[src/hdl/salcp_pkg.sv]
// Shared types, widths and codes for the suffix array / LCP builder.
// No dependencies; used by every module of the block.
package salcp_pkg;

	localparam int MAX_LEN_DEF = 64;
	localparam int BYTE_W      = 8;
	localparam int POS_W       = 6;
	localparam int RANK_W      = 8;
	localparam int KEY_W       = RANK_W + 1;

	typedef struct packed {
		logic [BYTE_W-1:0] text_byte;
		logic              end_of_text;
	} in_word_t;

	typedef struct packed {
		logic [POS_W-1:0] suffix_start;
		logic [POS_W-1:0] common_prefix;
		logic             last_entry;
		logic             truncated;
	} out_word_t;

	typedef enum logic [4:0] {
		ST_LOAD,
		ST_IRD,
		ST_ILAT,
		ST_JRD,
		ST_JCMP,
		ST_IWR,
		ST_RNEXT,
		ST_PRD,
		ST_PWR,
		ST_KRD,
		ST_KRANK,
		ST_KSA,
		ST_KTRD,
		ST_KTCMP,
		ST_KWR,
		ST_ERD,
		ST_ELD,
		ST_EWAIT
	} state_t;

	typedef enum logic [4:0] {
		OP_IDLE,
		OP_LOAD,
		OP_START,
		OP_IRD,
		OP_ILAT,
		OP_JRD,
		OP_JCMP,
		OP_IWR,
		OP_RNEXT,
		OP_PRD,
		OP_PWR,
		OP_KRD,
		OP_KRANK,
		OP_KSKIP,
		OP_KSA,
		OP_KTRD,
		OP_KTCMP,
		OP_KWR,
		OP_ERD,
		OP_ELD,
		OP_ENEXT,
		OP_FINISH
	} op_t;

	typedef struct packed {
		logic i_last;
		logic j_last;
		logic k2_lt_n;
		logic rank_zero;
		logic bounds_ok;
		logic text_eq;
		logic out_taken;
	} status_t;

endpackage

[src/hdl/salcp_dp.sv]
// Datapath: text, rank, suffix and LCP memories, loop counters, output register.
// Depends on salcp_pkg; driven one operation per cycle by salcp_ctrl.
module salcp_dp import salcp_pkg::*; #(
	parameter int MAX_LEN = MAX_LEN_DEF
) (
	input  logic      clk,
	input  logic      arst_n,
	input  op_t       op,
	input  in_word_t  in_word,
	input  logic      out_ready,
	output logic      out_valid,
	output out_word_t out_word,
	output status_t   status
);

	localparam int IW    = $clog2(MAX_LEN);
	localparam int LW    = $clog2(MAX_LEN + 1);
	localparam int KW    = LW + 1;
	localparam int DEPTH = 1 << IW;

	logic [BYTE_W-1:0] text_mem [DEPTH];
	logic [RANK_W-1:0] rank_mem [2*DEPTH];
	logic [IW-1:0]     sa_mem   [DEPTH];
	logic [POS_W-1:0]  lcp_mem  [DEPTH];

	logic [LW-1:0]     len_q;
	logic              ovf_q;
	logic [KW-1:0]     k_q;
	logic              bank_q;
	logic [IW-1:0]     i_q, j_q, acc_q, r_q, jpos_q;
	logic [LW-1:0]     h_q;
	logic [RANK_W-1:0] pa_q;
	logic [KEY_W-1:0]  pb_q;
	logic              out_valid_q;
	out_word_t         out_word_q;

	logic [RANK_W-1:0] rank_rd0_q, rank_rd1_q;
	logic [BYTE_W-1:0] text_rd0_q, text_rd1_q;
	logic [IW-1:0]     sa_rd_q;
	logic [POS_W-1:0]  lcp_rd_q;

	logic [IW-1:0]     idx0, idx1, sa_ra, ta0, ta1;
	logic [KW-1:0]     sum0, sum_ih, sum_jh;
	logic              key_in;
	logic [KEY_W-1:0]  key_rd;
	logic              pair_less, has_room, i_last;

	assign has_room = len_q < LW'(MAX_LEN);
	assign i_last   = (LW'(i_q) + LW'(1)) == len_q;

	// second rank of the pair is read at idx0 + k
	assign idx0   = (op == OP_JRD) ? j_q : i_q;
	assign sum0   = KW'(idx0) + k_q;
	assign idx1   = sum0[IW-1:0];
	assign key_in = (op == OP_JCMP) ? ((KW'(j_q) + k_q) < KW'(len_q))
	                                : ((KW'(i_q) + k_q) < KW'(len_q));
	assign key_rd = key_in ? (KEY_W'(rank_rd1_q) + KEY_W'(1)) : '0;
	assign pair_less = (rank_rd0_q < pa_q) || ((rank_rd0_q == pa_q) && (key_rd < pb_q));

	assign sum_ih = KW'(i_q) + KW'(h_q);
	assign sum_jh = KW'(jpos_q) + KW'(h_q);
	assign ta0    = sum_ih[IW-1:0];
	assign ta1    = sum_jh[IW-1:0];
	assign sa_ra  = (op == OP_KRANK) ? (rank_rd0_q[IW-1:0] - IW'(1)) : i_q;

	assign status.i_last    = i_last;
	assign status.j_last    = (LW'(j_q) + LW'(1)) == len_q;
	assign status.k2_lt_n   = (k_q << 1) < KW'(len_q);
	assign status.rank_zero = rank_rd0_q == '0;
	assign status.bounds_ok = (sum_ih < KW'(len_q)) && (sum_jh < KW'(len_q));
	assign status.text_eq   = text_rd0_q == text_rd1_q;
	assign status.out_taken = out_valid_q && out_ready;

	assign out_valid = out_valid_q;
	assign out_word  = out_word_q;

	// memories
	always_ff @(posedge clk) begin
		if ((op == OP_LOAD || op == OP_START) && has_room) begin
			text_mem[len_q[IW-1:0]]         <= in_word.text_byte;
			rank_mem[{1'b0, len_q[IW-1:0]}] <= in_word.text_byte;
		end
		if (op == OP_IWR) begin
			rank_mem[{~bank_q, i_q}] <= RANK_W'(acc_q);
		end
		if (op == OP_PWR) begin
			sa_mem[rank_rd0_q[IW-1:0]] <= i_q;
		end
		if (op == OP_KWR) begin
			lcp_mem[r_q] <= POS_W'(h_q);
		end
		rank_rd0_q <= rank_mem[{bank_q, idx0}];
		rank_rd1_q <= rank_mem[{bank_q, idx1}];
		text_rd0_q <= text_mem[ta0];
		text_rd1_q <= text_mem[ta1];
		sa_rd_q    <= sa_mem[sa_ra];
		lcp_rd_q   <= lcp_mem[i_q];
	end

	// payload registers
	always_ff @(posedge clk) begin
		if (op == OP_ILAT) begin
			pa_q <= rank_rd0_q;
			pb_q <= key_rd;
		end
		if (op == OP_KRANK) begin
			r_q <= rank_rd0_q[IW-1:0];
		end
		if (op == OP_KSA) begin
			jpos_q <= sa_rd_q;
		end
		if (op == OP_ELD) begin
			out_word_q.suffix_start  <= POS_W'(sa_rd_q);
			out_word_q.common_prefix <= (i_q == '0) ? '0 : lcp_rd_q;
			out_word_q.last_entry    <= i_last;
			out_word_q.truncated     <= ovf_q;
		end
	end

	// control registers
	always_ff @(posedge clk or negedge arst_n) begin
		if (!arst_n) begin
			len_q       <= '0;
			ovf_q       <= 1'b0;
			k_q         <= '0;
			bank_q      <= 1'b0;
			i_q         <= '0;
			j_q         <= '0;
			acc_q       <= '0;
			h_q         <= '0;
			out_valid_q <= 1'b0;
		end else begin
			if (status.out_taken) begin
				out_valid_q <= 1'b0;
			end
			unique case (op)
				OP_LOAD, OP_START: begin
					if (has_room) begin
						len_q <= len_q + LW'(1);
					end else begin
						ovf_q <= 1'b1;
					end
					if (op == OP_START) begin
						k_q    <= KW'(1);
						bank_q <= 1'b0;
						i_q    <= '0;
					end
				end
				OP_ILAT: begin
					j_q   <= '0;
					acc_q <= '0;
				end
				OP_JCMP: begin
					acc_q <= acc_q + IW'(pair_less);
					j_q   <= j_q + IW'(1);
				end
				OP_IWR, OP_PWR, OP_KSKIP, OP_ENEXT: begin
					i_q <= i_last ? '0 : i_q + IW'(1);
				end
				OP_RNEXT: begin
					bank_q <= ~bank_q;
					k_q    <= k_q << 1;
					i_q    <= '0;
					h_q    <= '0;
				end
				OP_KTCMP: begin
					if (status.text_eq) begin
						h_q <= h_q + LW'(1);
					end
				end
				OP_KWR: begin
					if (h_q != '0) begin
						h_q <= h_q - LW'(1);
					end
					i_q <= i_last ? '0 : i_q + IW'(1);
				end
				OP_ELD: begin
					out_valid_q <= 1'b1;
				end
				OP_FINISH: begin
					len_q <= '0;
					ovf_q <= 1'b0;
					i_q   <= '0;
				end
				default: begin
				end
			endcase
		end
	end

endmodule

[src/hdl/salcp_ctrl.sv]
// Controller: sequences load, doubling rounds, placement, LCP scan and emission.
// Depends on salcp_pkg; issues one op_t per cycle to salcp_dp.
module salcp_ctrl import salcp_pkg::*; (
	input  logic    clk,
	input  logic    arst_n,
	input  logic    in_valid,
	input  logic    end_of_text,
	input  status_t status,
	output logic    in_ready,
	output op_t     op
);

	state_t state_q, state_nxt;

	always_ff @(posedge clk or negedge arst_n) begin
		if (!arst_n) begin
			state_q <= ST_LOAD;
		end else begin
			state_q <= state_nxt;
		end
	end

	always_comb begin
		state_nxt = state_q;
		op        = OP_IDLE;
		in_ready  = 1'b0;
		unique case (state_q)
			ST_LOAD: begin
				in_ready = 1'b1;
				if (in_valid) begin
					op = end_of_text ? OP_START : OP_LOAD;
					if (end_of_text) begin
						state_nxt = ST_IRD;
					end
				end
			end
			ST_IRD: begin
				op        = OP_IRD;
				state_nxt = ST_ILAT;
			end
			ST_ILAT: begin
				op        = OP_ILAT;
				state_nxt = ST_JRD;
			end
			ST_JRD: begin
				op        = OP_JRD;
				state_nxt = ST_JCMP;
			end
			ST_JCMP: begin
				op        = OP_JCMP;
				state_nxt = status.j_last ? ST_IWR : ST_JRD;
			end
			ST_IWR: begin
				op        = OP_IWR;
				state_nxt = status.i_last ? ST_RNEXT : ST_IRD;
			end
			ST_RNEXT: begin
				op        = OP_RNEXT;
				state_nxt = status.k2_lt_n ? ST_IRD : ST_PRD;
			end
			ST_PRD: begin
				op        = OP_PRD;
				state_nxt = ST_PWR;
			end
			ST_PWR: begin
				op        = OP_PWR;
				state_nxt = status.i_last ? ST_KRD : ST_PRD;
			end
			ST_KRD: begin
				op        = OP_KRD;
				state_nxt = ST_KRANK;
			end
			ST_KRANK: begin
				// the suffix ranked first has no predecessor: skip it
				if (status.rank_zero) begin
					op        = OP_KSKIP;
					state_nxt = status.i_last ? ST_ERD : ST_KRD;
				end else begin
					op        = OP_KRANK;
					state_nxt = ST_KSA;
				end
			end
			ST_KSA: begin
				op        = OP_KSA;
				state_nxt = ST_KTRD;
			end
			ST_KTRD: begin
				op        = OP_KTRD;
				state_nxt = status.bounds_ok ? ST_KTCMP : ST_KWR;
			end
			ST_KTCMP: begin
				op        = OP_KTCMP;
				state_nxt = status.text_eq ? ST_KTRD : ST_KWR;
			end
			ST_KWR: begin
				op        = OP_KWR;
				state_nxt = status.i_last ? ST_ERD : ST_KRD;
			end
			ST_ERD: begin
				op        = OP_ERD;
				state_nxt = ST_ELD;
			end
			ST_ELD: begin
				op        = OP_ELD;
				state_nxt = ST_EWAIT;
			end
			ST_EWAIT: begin
				if (status.out_taken) begin
					op        = status.i_last ? OP_FINISH : OP_ENEXT;
					state_nxt = status.i_last ? ST_LOAD : ST_ERD;
				end
			end
			default: begin
				state_nxt = ST_LOAD;
			end
		endcase
	end

endmodule

[src/hdl/suffix_array_lcp_builder.sv]
// Channel   Dir  Word        Fields
// in        in   in_word_t   text_byte, end_of_text
// out       out  out_word_t  suffix_start, common_prefix, last_entry, truncated
//
// Bytes load one per cycle. After the last byte, with n stored bytes,
// max(1, ceil(log2 n)) prefix-doubling rounds run, each ranking the
// suffixes by counting through the rank memory; then placement fills the
// suffix array, the LCP scan skips the first suffix and compares each other
// one with its predecessor byte by byte, and emission waits on output stalls.
// No byte is taken while a run is sorting or emitting. Reset is async, active low.
// Top level: instantiates salcp_ctrl and salcp_dp; depends on salcp_pkg.
module suffix_array_lcp_builder import salcp_pkg::*; #(
	parameter int MAX_LEN = MAX_LEN_DEF
) (
	input  logic      clk,
	input  logic      arst_n,
	input  logic      in_valid,
	output logic      in_ready,
	input  in_word_t  in_word,
	output logic      out_valid,
	input  logic      out_ready,
	output out_word_t out_word
);

	op_t     op;
	status_t status;

	salcp_ctrl u_ctrl (
		.clk         (clk),
		.arst_n      (arst_n),
		.in_valid    (in_valid),
		.end_of_text (in_word.end_of_text),
		.status      (status),
		.in_ready    (in_ready),
		.op          (op)
	);

	salcp_dp #(
		.MAX_LEN (MAX_LEN)
	) u_dp (
		.clk       (clk),
		.arst_n    (arst_n),
		.op        (op),
		.in_word   (in_word),
		.out_ready (out_ready),
		.out_valid (out_valid),
		.out_word  (out_word),
		.status    (status)
	);

endmodule

[config.mk]
export PLATFORM = sky130hd
export DESIGN_NAME = suffix_array_lcp_builder
export DESIGN_NICKNAME = d
export VERILOG_FILES = /design/src/hdl/salcp_pkg.sv /design/src/hdl/salcp_dp.sv /design/src/hdl/salcp_ctrl.sv /design/src/hdl/suffix_array_lcp_builder.sv
export SDC_FILE = /design/constraint.sdc
export NUM_CORES = 2
export LEC_CHECK = 0
export BUFFER_PORTS_ARGS = -buffer_cell sky130_fd_sc_hd__buf_2
export CORE_ASPECT_RATIO = 1.75
export CORE_MARGIN = 4
export CORE_UTILIZATION = 31
export DETAILED_ROUTE_END_ITERATION = 10
export PLACE_DENSITY = 0.56
export SYNTH_ARGS = -nofsm -noshare
export SYNTH_HDL_FRONTEND = slang
export SYNTH_SLANG_ARGS = --single-unit
[constraint.sdc]
create_clock -name clk -period 14.04 [get_ports clk]
set_clock_uncertainty 0.1 [all_clocks]
set_input_delay 0.702 -clock clk [delete_from_list [all_inputs] [get_ports clk]]
set_output_delay 0.702 -clock clk [all_outputs]
set_load 0.1 [all_outputs]
# Word-level counts from Yosys, hierarchy flattened
# Memory sizes are Yosys's and may differ from the RTL's. A register that Yosys moved wholly into a read port is not among the register bits.
# Index checks and enable logic that the tools add are counted.
dict set report word_totals {
  register_bits 91
  mem_bits_ro 0
  inputBits 13
  ram_bits 2304
  n_memories 4
  latchBits 0
  wordCells 170
}
dict set report classes {
  reduce_logical 26
  bitwise 1
  addsub 15
  n_mux 53
  eq_ne 45
  div 0
  n_shift 0
  mul 0
  magnitude_cmp 8
}
# memory words word_bits rd rd_ports_with_merged_regs write_ports line
set mem_list {}
lappend mem_list {u_dp.rank_mem 128 8 2 2 1 salcp_dp.sv:22} ;# logic [RANK_W-1:0] rank_mem [2*DEPTH];
lappend mem_list {u_dp.text_mem 64 8 2 2 1 salcp_dp.sv:21} ;# logic [BYTE_W-1:0] text_mem [DEPTH];
lappend mem_list {u_dp.lcp_mem 64 6 1 1 1 salcp_dp.sv:24} ;# logic [POS_W-1:0] lcp_mem [DEPTH];
lappend mem_list {u_dp.sa_mem 64 6 1 1 1 salcp_dp.sv:23} ;# logic [IW-1:0] sa_mem [DEPTH];
# cell n
set ops {}
lappend ops {{case mux 5 bit (18 select lines)} 2}
lappend ops {{== test 5 x 4 -> 1 bit (second input constant)} 13}
lappend ops {{== test 5 x 3 -> 1 bit (second input constant)} 8}
lappend ops {{less-than comparator 8 x 7 -> 1 bit} 5}
lappend ops {{== test 5 bit (second input constant)} 7}
lappend ops {{two-way mux 5 bit} 6}
lappend ops {{two-way mux 7 bit} 4}
lappend ops {{two-way mux 6 bit} 4}
lappend ops {{case mux 6 bit (2 select lines)} 2}
lappend ops {{case mux 7 bit (3 select lines)} 1}
lappend ops {{case mux 6 bit (3 select lines)} 1}
lappend ops {{two-way mux 1 bit} 17}
lappend ops {{adder 6 x 7 -> 8 bit} 2}
lappend ops {{adder 6 x 8 -> 8 bit} 2}
lappend ops {{== test 8 bit} 2}
lappend ops {{two-way mux 8 bit} 2}
lappend ops {{case mux 8 bit (2 select lines)} 1}
lappend ops {{== test 5 x 2 -> 1 bit (second input constant)} 3}
lappend ops {{adder 6 x 1 -> 7 bit (second input constant)} 2}
lappend ops {{adder 7 x 1 -> 7 bit (second input constant)} 2}
lappend ops {{== test 7 bit} 2}
lappend ops {{case mux 7 bit (2 select lines)} 1}
lappend ops {{adder 6 x 1 -> 6 bit (second input constant)} 2}
lappend ops {{two-way mux 3 bit} 4}
lappend ops {{other kinds (29)} 53}

# Depth between registers and ports, before layout
dict set report depth {
  depth_word 13
  ltp_mapped 26
  mapped_depth_nobuf 26
}

# Hierarchy
# Synthesis repeated with hierarchy kept, for this count alone.
dict set report unflattened {
  cells_unflattened 6111
  area_unflattened_um2 110935.1
}
# module n_inst cells_each area_each_um2 seq_area_each_um2
set by_module_without_submodules {}
lappend by_module_without_submodules {salcp_dp 1 6017 110262.0 72434.5}
lappend by_module_without_submodules {salcp_ctrl 1 94 673.1 125.1}

# Worst setup path after synthesis
# No wires, ideal clock.
dict set report synth_path {
  path_type {register to register}
  start {reg u_dp.i_q[0]}
  end {reg u_dp.acc_q[5]}
  arrival_time_ps 5239
  required_ps 13810
  n_path_buf 0
  path_stages_with_launch 26
  setup_slack_ps 8571
  path_cell_list {dfrtp_1 -> ha_1 -> fa_1 -> ha_1 -> a21o_1 -> a21o_1 -> a21o_1 -> a21o_1 -> a21o_1 -> a211oi_1 -> a22oi_1 -> nor2_1 -> ha_1 -> a21oi_1 -> nor2b_1 -> o21ai_0 -> nand2b_1 -> a211oi_1 -> o31ai_1 -> nand4_1 -> a21o_1 -> ha_1 -> and3_1 -> a31oi_1 -> o21ai_0 -> o21ai_0}
}
dict set report synth_between {
  elab_chain_len 13
  word_cells_on_any_way 17
}
# element line
set synth_rtl {}
lappend synth_rtl {{start: declaration} salcp_dp.sv:30} ;# logic [IW-1:0] i_q, j_q, acc_q, r_q, jpos_q;
lappend synth_rtl {{start signal: assignment} salcp_dp.sv:158} ;# i_q <= i_last ? '0 : i_q + IW'(1);
lappend synth_rtl {{start signal: assignment} salcp_dp.sv:175} ;# i_q <= i_last ? '0 : i_q + IW'(1);
lappend synth_rtl {{adder 6 x 1 -> 7 bit} salcp_dp.sv:49} ;# assign i_last = (LW'(i_q) + LW'(1)) == len_q;
lappend synth_rtl {{== test 7 bit} salcp_dp.sv:49}
lappend synth_rtl {{two-way mux 1 bit} salcp_ctrl.sv:109} ;# op = status.i_last ? OP_FINISH : OP_ENEXT;
lappend synth_rtl {{two-way mux 5 bit} salcp_ctrl.sv:108} ;# if (status.out_taken) begin
lappend synth_rtl {{case mux 5 bit (18 select lines)} salcp_ctrl.sv:27} ;# unique case (state_q)
lappend synth_rtl {{== test 5 x 3 -> 1 bit} salcp_dp.sv:55} ;# assign key_in = (op == OP_JCMP) ? ((KW'(j_q) + k_q) < KW'(len_q))
lappend synth_rtl {{two-way mux 1 bit (*)} salcp_dp.sv:55}
lappend synth_rtl {{two-way mux 9 bit (*)} salcp_dp.sv:57} ;# assign key_rd = key_in ? (KEY_W'(rank_rd1_q) + KEY_W'(1)) : '0;
lappend synth_rtl {{net u_dp.key_rd[2]} salcp_dp.sv:45} ;# logic [KEY_W-1:0] key_rd;
lappend synth_rtl {{less-than comparator 9 bit (*)} salcp_dp.sv:58} ;# assign pair_less = (rank_rd0_q < pa_q) || ((rank_rd0_q == pa_q) && (key_rd < pb_q));
lappend synth_rtl {{logical AND 1 bit (*)} salcp_dp.sv:58}
lappend synth_rtl {{logical OR 1 bit (*)} salcp_dp.sv:58}
lappend synth_rtl {{adder 6 x 1 -> 6 bit (*)} salcp_dp.sv:154} ;# acc_q <= acc_q + IW'(pair_less);
lappend synth_rtl {{case mux 6 bit (2 select lines) (*)} salcp_dp.sv:136} ;# unique case (op)
lappend synth_rtl {{end signal: assignment} salcp_dp.sv:154}
lappend synth_rtl {{end: declaration} salcp_dp.sv:30}
# The timed path passes the listed nets; every way through them passes the cells marked *.
# A chain may end at the register's enable or synchronous reset.

# Final worst setup path
dict set report layout_path {
  start {reg u_ctrl.state_q[2]}
  end {reg u_dp.rank_rd1_q[0], read port of u_dp.rank_mem}
}
dict set report layout_between {
  elab_chain_len 5
  word_cells_on_any_way 22
}
# element line
set layout_rtl {}
lappend layout_rtl {{start: declaration} salcp_ctrl.sv:13} ;# state_t state_q, state_nxt;
lappend layout_rtl {{start signal: assignment} salcp_ctrl.sv:19} ;# state_q <= state_nxt;
lappend layout_rtl {{== test 5 bit, or another cell as far along} salcp_ctrl.sv:27}
lappend layout_rtl {{case mux 5 bit (18 select lines) (*)} salcp_ctrl.sv:27}
lappend layout_rtl {{== test 5 x 3 -> 1 bit (*)} salcp_dp.sv:52} ;# assign idx0 = (op == OP_JRD) ? j_q : i_q;
lappend layout_rtl {{two-way mux 6 bit (*)} salcp_dp.sv:52}
lappend layout_rtl {{adder 6 bit (*)} salcp_dp.sv:53} ;# assign sum0 = KW'(idx0) + k_q;
lappend layout_rtl {{end: declaration} salcp_dp.sv:37} ;# logic [RANK_W-1:0] rank_rd0_q, rank_rd1_q;
# Every way passes the cells marked *; elsewhere a longest branch is shown, timed or not.

==> reports/results.ini <==
[run_status]
status=complete, no violations

[synthesis]
synth_enable_flop_cells=2347
synth_seq_cells=2439
yosysWarnings=0
synth_common_cells=edfxtp_1, mux4_2, nand2_1, nor2_1, mux2i_1
yosysMostFrequentCell=edfxtp_1
yosysTopAreaCellShare=0.6393
syn_nets=6511
synth_ff_type=edfxtp_1
netlist_instances=6404
avgSynthCellArea_um2=17.21
synthDistinctLibCells=77
synthArstFlopShare=0.01968
synth_area_leaders=edfxtp_1, mux4_2, mux2i_1
yosysTopAreaCell=edfxtp_1
syn_area_um2=110200
yosysSeqAreaShare=0.6582

[hold_path]
min_to=u_dp.k_q[0]$_DFFE_PN0P_
worst_hold_startpoint=in_word[0]
hold_class=in2reg
hold_path_depth=3

[cells_and_area]
area_growth_syn_to_layout_pct=11.69
nNetsFinal=6486
n_fill_cell=32910
drive_gt1_frac=0.2275

[grt]
met2_usage=0.3285
grt.total_usage=0.1777
grt_pass1_vias=64270
grt_util_met1=0.1863
busiest_layer=met2
grt_max_degree=135
grt_pass1_wl_um=473600
overflow=0
use_met3=0.02011
grt_antenna_before_repair=9

[die]
die_w_um=458.8
coreArea_um2=354000
io_pins=29
die_area_um2=365600
fp-row-count=289
start_util=0.3114
die_h_um=796.9

[clocking]
cts.sinks=2439
cts-root-buf=clkbuf_16
cts_setup_buffers=0
clk_pin_slew_ps=70
cts_tree=done
cts_resized=0
clock_latency_ps=880
cts.hold.buffers_added=1
cts_max_path_buffers=4
h-tree-depth=4
cts_buffers=217

[setup_path]
crit_required_ps=14720
crit_fanout=117
worstRegToRegCells=17
r2r-end=u_dp.rank_rd1_q[0]$_DFF_P_
cp-end-kind=flip-flop
crit_path_start_kind=flip-flop
rrSetupSlack_ps=5860
cp-startpoint=u_ctrl.state_q[2]$_DFFE_PN0P_
reg2reg_from=u_ctrl.state_q[2]$_DFFE_PN0P_
cp.arrival_ps=8870
criticalPathCategory=reg2reg

[sta]
worst_pin_slew_ps=1401
min_period_over_period=0.5830
rsz0062_at_grt=no
fin_crit_ps=8185
clock.fmax_mhz=122.2
slew_violations=0
relSlewSlack=0.04173
holdWs_ps=82.95
final-setup-viol-count=0
tns_ps=0
hold_viol=0

[drt]
drtPass1Iterations=8
drc=0
wirelength_um=333900
num_vias=62390
drtAntennaViolNets=0
via_per_inst=5.562
wl_per_cell_um=29.77
first_iter_violations=6065

[placement]
io_buffers=28
place_congestion=0.8750
dp_hpwl_um=219300

[power_and_ir_drop]
p_per_area_nw_per_um2=203.2
p_total_w=0.02502
leakage_nw=37.94
peakVddDrop_v=0.0003577

[job]
maxCapViolations=0

layer usage:
layer	share of wire	wire length [um]
met1	0.33	109900
met2	0.53	178500
met3	0.051	17030
met4	0.085	28380
met5	0.00012	39
through the flow:
step / instances / area, um^2 / utilization / setup WS (ps)
final: 11220 / 123100 / 0.3478 / 5855
after global routing: 11210 / 123100 / 0.3478 / 5392
after CTS: 11210 / 123100 / 0.3478 / 5722
after detailed placement: 10820 / 115900 / 0.3273 / 5731
after global placement: 10820 / 115900 / 0.3273 / 5858
after floorplan: 6404 / 110200 / - / 8571
critical path, cell delays in order (launching register included):
cell     delay, ps
dfrtp_1        780
nor3b_1        510
nand2_1        110
buf_4          270
o311a_4        190
a21o_1         170
buf_4          230
a21oi_4        170
buf_4          600
inv_8          430
ha_4          1000
buf_12         510
buf_4          700
mux4_2         600
mux4_2         520
mux2i_1        520
mux4_2         350
inv_1           40
cells in the final DEF (no fill, tap or decap), types with 46 or more instances in the layout:
| cell | count |
|---|---|
| edfxtp_1 | 2347 |
| mux4_2 | 870 |
| nand2_1 | 608 |
| nor2_1 | 408 |
| mux2i_1 | 258 |
| a21oi_1 | 240 |
| clkbuf_16 | 218 |
| buf_4 | 151 |
| a211oi_1 | 99 |
| ha_1 | 85 |
| o22ai_1 | 83 |
| nand3_1 | 79 |
| and3_1 | 70 |
| nor3_1 | 59 |
| inv_1 | 56 |
| o21ai_0 | 56 |
| o221ai_1 | 49 |
| xnor2_1 | 46 |
flip-flops by register name, summed over array words and instances, names as in the netlist, 7 cells and up:
name             count
u_dp.k_q             8
u_dp.text_rd1_q      8
u_dp.lcp_mem       384
u_dp.rank_rd1_q      8
u_dp.text_rd0_q      8
u_dp.h_q             7
u_dp.text_mem      512
u_dp.pb_q            9
u_dp.pa_q            8
u_dp.rank_rd0_q      8
u_dp.len_q           7
u_dp.rank_mem     1024
u_dp.out_word       14
u_dp.sa_mem        384
layout make-up:
class | count | area (um^2) | area share
multi-input combinational | 3468 | 35790 | 0.2906
inverter | 65 | 252.7 | 0.002053
clock inverter | 138 | 1562 | 0.01268
tap | 4656 | 5826 | 0.04731
sequential | 2439 | 72580 | 0.5895
antenna | 5 | 12.51 | 0.0001016
timing repair buffer | 188 | 1444 | 0.01173
clock buffer | 259 | 5659 | 0.04596
report_power, final:
group	internal, W	switching, W
registers	0.00828	0.000167
logic	0.00420	0.00617
clock network	0.00343	0.00277
total	0.0159	0.00911
worst max-delay path by stage:
stage,endpoint,slack (ps),cells after the start
after global placement,u_dp.rank_rd1_q[0]$_DFF_P_,5860,17
after floorplan,u_dp.acc_q[5]$_DFFE_PN0P_,8570,25
final,u_dp.rank_rd1_q[0]$_DFF_P_,5860,17
after global routing,u_dp.rank_rd1_q[0]$_DFF_P_,5390,17
after detailed placement,u_dp.rank_rd1_q[0]$_DFF_P_,5730,17
after CTS,u_dp.rank_rd1_q[0]$_DFF_P_,5720,17
cells by family (layout without fill, tap and decap cells):
family | Yosys count | in the layout | synth area share
flops | 2439 | 2439 | 0.6582
xor+xnor | 72 | 72 | 0.005720
fa+ha+maj | 94 | 94 | 0.01108
simple gates | 1390 | 1390 | 0.05490
compound gates | 771 | 771 | 0.04617
other cells | 0 | 5 | 0
mux | 1141 | 1141 | 0.2028
buf+inv | 497 | 650 | 0.02112
Note: power is estimated with default switching activity, not from simulation.
